--- config.mk ---
export PLATFORM = sky130hd
export DESIGN_NAME = mfcr_mac
export DESIGN_NICKNAME = d
export VERILOG_FILES = /design/src/rtl/mfcr_pkg.sv /design/src/rtl/mfcr_mac.sv
export SDC_FILE = /design/constraint.sdc
export NUM_CORES = 1
export LEC_CHECK = 0
export BUFFER_PORTS_ARGS = -buffer_cell sky130_fd_sc_hd__buf_2
export CORE_MARGIN = 2
export CORE_UTILIZATION = 40
export DETAILED_ROUTE_END_ITERATION = 16
export HOLD_SLACK_MARGIN = 0.05
export SYNTH_ARGS = -nofsm -noshare
export SYNTH_HDL_FRONTEND = slang
export SYNTH_SLANG_ARGS = --single-unit
export TNS_END_PERCENT = 100
--- constraint.sdc ---
create_clock -name clk -period 13.47 [get_ports clk]
set_clock_uncertainty 0.2 [all_clocks]
set_input_delay 2.694 -clock clk [delete_from_list [all_inputs] [get_ports clk]]
set_output_delay 2.694 -clock clk [all_outputs]
set_load 0.03 [all_outputs]
--- src/rtl/mfcr_pkg.sv ---
`default_nettype none
// ----------------------------------------------------------------------------
// mfcr_pkg
// shared types and constants of the multitap feedback comb reverb
// ----------------------------------------------------------------------------
package mfcr_pkg;

	localparam int NUM_TAPS   = 4;
	localparam int RING_DEPTH = 8192;

	localparam int ADDR_W    = $clog2(RING_DEPTH);
	localparam int FILL_W    = ADDR_W + 1;
	localparam int LEN_W     = 14;
	localparam int DELAY_W   = 14;
	localparam int DLY_EXT_W = DELAY_W + 1;
	localparam int DECAY_W   = 16;
	localparam int DECAY_LSB = 16;
	localparam int SAMPLE_W  = 16;
	localparam int ENTRY_W   = 24;
	localparam int PROD_W    = ENTRY_W + DECAY_W + 1;
	localparam int ACC_W     = ENTRY_W + $clog2(NUM_TAPS + 1) + 1;
	localparam int TAP_CNT_W = 3;
	localparam int TAP_IDX_W = (NUM_TAPS > 1) ? $clog2(NUM_TAPS) : 1;
	localparam int CFG_IDX_W = 3;
	localparam int CFG_DATA_W = 32;

	localparam logic [CFG_IDX_W-1:0] CFG_TAP_COUNT   = 3'd0;
	localparam logic [CFG_IDX_W-1:0] CFG_RING_LENGTH = 3'd1;
	localparam logic [CFG_IDX_W-1:0] CFG_TAP0        = 3'd2;

	localparam logic signed [ACC_W-1:0] SAT16_MAX = ACC_W'(32767);
	localparam logic signed [ACC_W-1:0] SAT16_MIN = -ACC_W'(32768);
	localparam logic signed [ACC_W-1:0] SAT24_MAX = ACC_W'(8388607);
	localparam logic signed [ACC_W-1:0] SAT24_MIN = -ACC_W'(8388608);

	typedef enum logic [1:0] {
		ST_IDLE,
		ST_TAPS,
		ST_FINISH
	} fsm_t;

	typedef struct packed {
		logic               rd_en;
		logic [ADDR_W-1:0]  rd_addr;
		logic               wr_en;
		logic [ADDR_W-1:0]  wr_addr;
		logic [ENTRY_W-1:0] wr_data;
	} ring_req_t;

	typedef struct packed {
		logic                       load;
		logic signed [SAMPLE_W-1:0] sample;
		logic                       issue;
		logic [DECAY_W-1:0]         decay;
	} mac_ctrl_t;

	typedef struct packed {
		logic                    busy;
		logic signed [ACC_W-1:0] acc;
	} mac_stat_t;

endpackage
`default_nettype wire

--- src/rtl/mfcr_mac.sv ---
`default_nettype none
// ----------------------------------------------------------------------------
// mfcr_mac
// multiply-accumulate pipeline: ring data times tap decay, floored, summed
// ----------------------------------------------------------------------------
module mfcr_mac (
	input  wire logic                           clk,
	input  wire logic                           arst_n,
	input  wire mfcr_pkg::mac_ctrl_t            ctrl,
	input  wire logic signed [mfcr_pkg::ENTRY_W-1:0] rd_data,
	output mfcr_pkg::mac_stat_t                 stat
);

	logic                                issue_s1;
	logic [mfcr_pkg::DECAY_W-1:0]        decay_s1;
	logic                                mul_s2;
	logic signed [mfcr_pkg::PROD_W-1:0]  prod_s2;
	logic signed [mfcr_pkg::PROD_W-1:0]  term;
	logic signed [mfcr_pkg::ACC_W-1:0]   acc_q;

	always_ff @(posedge clk or negedge arst_n) begin
		if (!arst_n) begin
			issue_s1 <= 1'b0;
			mul_s2   <= 1'b0;
		end else begin
			issue_s1 <= ctrl.issue;
			mul_s2   <= issue_s1;
		end
	end

	always_ff @(posedge clk) begin
		decay_s1 <= ctrl.decay;
		prod_s2  <= rd_data * $signed({1'b0, decay_s1});
		if (ctrl.load) begin
			acc_q <= mfcr_pkg::ACC_W'(ctrl.sample);
		end else if (mul_s2) begin
			acc_q <= acc_q + mfcr_pkg::ACC_W'(term);
		end
	end

	// arithmetic shift drops the fraction with floor rounding
	assign term = prod_s2 >>> mfcr_pkg::DECAY_LSB;

	assign stat.busy = issue_s1 | mul_s2;
	assign stat.acc  = acc_q;

endmodule
`default_nettype wire

# Word-level counts from Yosys, hierarchy flattened
# Index checks and enable logic that the tools add are counted.
[word_totals]
ram_bits = 0
memories = 0
mem_bits_ro = 0
in_bits = 60
word_cells = 11
output_inout_bits = 29
latch_bits = 0
ff_bits = 87
[classes]
bitwise_logic = 1
mux = 2
shifts = 0
n_eq_ne = 0
multipliers = 1
reduce_logical = 1
order_cmp = 0
div = 0
n_addsub = 1
[op_table]
columns = ["op", "count"]
rows = [
  ["$mux 28", 2],
  ["$mul 24x17->41", 1],
  ["$add 28x25->28", 1],
  ["$reduce_bool 2->1", 1],
  ["$or 1x1->1", 1],
]

# Depth between registers and ports, before layout
[depth]
word_depth = 3
ltp_mapped = 25
mapped_depth_nobuf = 24

# Worst setup path after synthesis
# Ideal clock, no wire load.
[synth_timing]
path_kind = "in2reg"
start = "input rd_data[11] (netlist name)"
end = "register prod_s2[39] (netlist name)"
stages = 22
path_buffers = 1
arrival_time_ns = 8.110
setup_ns = 0.072
path_slack_ns = 5.088
t_required_ns = 13.198
cell_sequence = "clkbuf_1 -> nand2_1 -> fa_1 -> fa_1 -> fa_1 -> inv_1 -> fa_1 -> fa_1 -> inv_1 -> fa_1 -> inv_1 -> ha_1 -> nor3_1 -> nor2_1 -> o31ai_2 -> o21ai_2 -> o21ba_4 -> o211ai_4 -> o311ai_4 -> a211o_1 -> a21oi_2 -> xnor2_1"
[synth_between]
elab_chain_cells = 1
[synth_rtl]
columns = ["item", "line_no", "text"]
rows = [
  ["start: declaration", "mfcr_mac.sv:10", "input wire logic signed [mfcr_pkg::ENTRY_W-1:0] rd_data,"],
  ["$mul 24x17->41", "mfcr_mac.sv:33", "prod_s2 <= rd_data * $signed({1'b0, decay_s1});"],
  ["end signal: assignment", "mfcr_mac.sv:33", ""],
  ["end: declaration", "mfcr_mac.sv:17", "logic signed [mfcr_pkg::PROD_W-1:0] prod_s2;"],
]
# No other way between the ends.
# A chain may end at the register's enable or synchronous reset.

# Worst setup path after layout
[layout_timing]
start = "input rd_data[19] (netlist name)"
end = "register prod_s2[39] (netlist name)"
# Same word-level chain as after synthesis.

==> impl_metrics.tcl <==
set metrics [dict create \
    grt_pass1_vias 13430 \
    dr.pass1.iters 6 \
    rr_worst_depth 21 \
    critPathRequiredTime_ns 13.54 \
    grt_max_degree 51 \
    clkSinkCount 71 \
    async_flop_share_pct 2.817 \
    wl_um 39310 \
    vias 11820 \
    io_buffers 88 \
    status "completed" \
    die-area_mm2 0.04336 \
    syn_inst 1807 \
    synth_top_area_share_pct 45.11 \
    timing.rr.start "decay_s1[5]" \
    io-pin-count 89 \
    avgSynthCellArea_um2 9.233 \
    tns_ns 0 \
    syn_to_final_growth_pct 7.499 \
    synth_area_leaders "fa_1, inv_1, ha_1, nand2_1, and2_1" \
    cp-startpoint "rd_data[19]" \
    synth.largest_area_cell "fa_1" \
    wl_per_cell_um 16.44 \
    drc 0 \
    fin_crit_ns 8.521 \
    die_y_um 208.2 \
    syn-num-nets 2369 \
    critPathLaunchType "input port" \
    ctsHoldBuffers 0 \
    vias_per_cell 4.943 \
    path_cells "buf_2 > nand2_1 > fa_1 > fa_1 > fa_1 > inv_1 > fa_1 > fa_1 > inv_1 > fa_1 > inv_1 > ha_1 > nand4_1 > o211ai_2 > o21ai_0 > o21ba_4 > o211ai_4 > o311ai_4 > a211o_1 > a21oi_2 > xnor2_1" \
    final_nets 2416 \
    antennaDiodeCount 0 \
    grtUsageTotal_pct 19.83 \
    cp_slowest_stage_delay_ns 0.58 \
    grt-ovfl-total 0 \
    critical_path_peak_fanout 16 \
    syn_area_mm2 0.01668 \
    ys_warn_count 0 \
    synthMuxAreaShare_pct 0.1275 \
    synth_ff_type "dfxtp_1" \
    worstMarginPinSlew_ns 1.049 \
    rows 74 \
    cpMostUsedCell "fa_1" \
    tritoncts "built" \
    post_cts_resized 0 \
    worstPathArrival_ns 8.59 \
    ant_nets 0 \
    min_path_cells 0 \
    yosysUniqueCellTypes 55 \
    crit_path_end_kind "register" \
    clock.fmax_mhz 117.4 \
    gp_congestion 0.8467 \
    cap_violations 0 \
    relSlewSlack_pct 29.96 \
    rsz0062_at_grt "no" \
    initial_utilization_pct 40.68 \
    slowest_stage "fa_1" \
    synth-simple-area-share_pct 14.17 \
    hpwl_um 31240 \
    core-area_mm2 0.04102 \
    synth_xor_area_share_pct 2.572 \
    root_buffer "clkbuf_16" \
    postCtsSetupBuffers 0 \
    die_w_um 208.2 \
    grt_pass1_wl_um 67470 \
    hold_viol 0 \
    ys_seq_area_share_pct 10.26 \
    drtIter0Drc 541 \
    setup_violations 0 \
    antenna_found_initial 1 \
    period_share_pct 63.26 \
    hold-worst-slack_ns 0.1746 \
    htree_num_levels 3 \
    hold_path_class "reg -> reg" \
    ys_ff_latch 71 \
    synth_compound_area_share_pct 6.299 \
    drv_slew 0 \
    clk_pin_slew_ns 0.07 \
    synth_top_family_by_area "adder cells" \
    cts_inserted_buffers 9 \
    critical_path_class "in -> reg" \
    post-route-util_pct 43.73 \
    synth_edf_count 28 \
    clock_path_buffers 2 \
    drive_above_1_share_pct 7.316 \
    synth_fa_ha_area_share_pct 54.56 \
    hp-start "issue_s1" \
    clock_latency_ns 0.38 \
]
-- kinds of logic (layout without fill, tap and decap cells) --
group	after synthesis	count (layout)
muxes	2	2
and+or+nand+nor	497	497
buffers and inverters	534	586
AOI/OAI and AO/OA	152	152
adders and majority gates	502	502
xor gates and xnor gates	49	49
DFF	71	71
-- layer usage --
metal,track usage [%],vias to the layer above,wire [um]
met2,36.05,276,20120
met3,3.049,47,1863
met4,5.458,2,862
met5,0,-,13
li1,-,5412,-
met1,24.39,6081,16440
-- path summary, 6_finish.rpt --
check | endpoint | slack, ns
min | mul_s2 | 0.17
max reg2reg | prod_s2[39] | 6.62
max in group asynchronous | issue_s1 | 11.09
min in group asynchronous | mul_s2 | 1.89
min reg2reg | mul_s2 | 0.17
max | prod_s2[39] | 4.95
-- registers in the layout, summed over array words and instances (netlist names) --
name / cells
acc_q: 28
prod_s2: 25
decay_s1: 16
issue_s1: 1
mul_s2: 1
-- through the flow --
step | worst slack [ns] | cells | instance area (um2)
finish | 4.949 | 2391 | 17940
global route | 4.659 | 2391 | 17940
detailed placement | 4.571 | 2375 | 17630
CTS | 4.976 | 2391 | 17940
global placement | 4.675 | 2375 | 17630
floorplan | 5.088 | 1807 | 16680
-- layout by cell type (no fill, tap or decap), types with 3 or more instances in the layout --
master,instances
nand3_1,10
xnor2_1,32
o21ai_1,7
nand4_1,7
nor2_1,28
nor2b_1,6
o21ai_0,33
buf_4,10
nand2_1,267
xor2_1,17
o31ai_1,6
dfxtp_1,41
a21o_1,17
inv_1,472
a211oi_2,6
edfxtp_1,28
nand2b_1,7
fa_1,376
or3_1,3
o21a_1,12
o211ai_1,4
a211oi_1,3
clkbuf_16,9
a21oi_1,36
o22ai_1,3
or2_2,3
and2_1,148
ha_1,126
nor3_1,9
o21bai_1,6
buf_2,88
inv_6,3
-- cell type report --
type / count / area, um2
Clock inverter: 7 / 77.57
Tap cell: 532 / 665.6
Clock buffer: 9 / 225.2
Inverter: 472 / 1772
Fill cell: 3967 / 23080
Multi-Input combinational cell: 1202 / 12970
Sequential cell: 71 / 1712
Timing Repair Buffer: 98 / 515.5
-- critical path: cells and delay by family --
kind / cells / cell delay [ns]
simple gates: 2 / 0.29
xor+xnor: 1 / 0.12
buf+inv: 4 / 0.53
compound gates: 7 / 1.49
fa+ha+maj: 7 / 3.45
-- synth_stat cells (10+ instances only) --
| master | instances |
|---|---|
| nor2_1 | 28 |
| nand2_1 | 267 |
| xnor2_1 | 32 |
| inv_1 | 472 |
| o21a_1 | 12 |
| a21o_1 | 17 |
| a21oi_1 | 36 |
| edfxtp_1 | 28 |
| fa_1 | 376 |
| xor2_1 | 17 |
| clkbuf_1 | 62 |
| nand3_1 | 10 |
| dfxtp_1 | 41 |
| ha_1 | 126 |
| and2_1 | 148 |
| o21ai_0 | 33 |
Power is not shown: default switching activity piles up to over one toggle a cycle in this logic, so the estimate is an artifact.
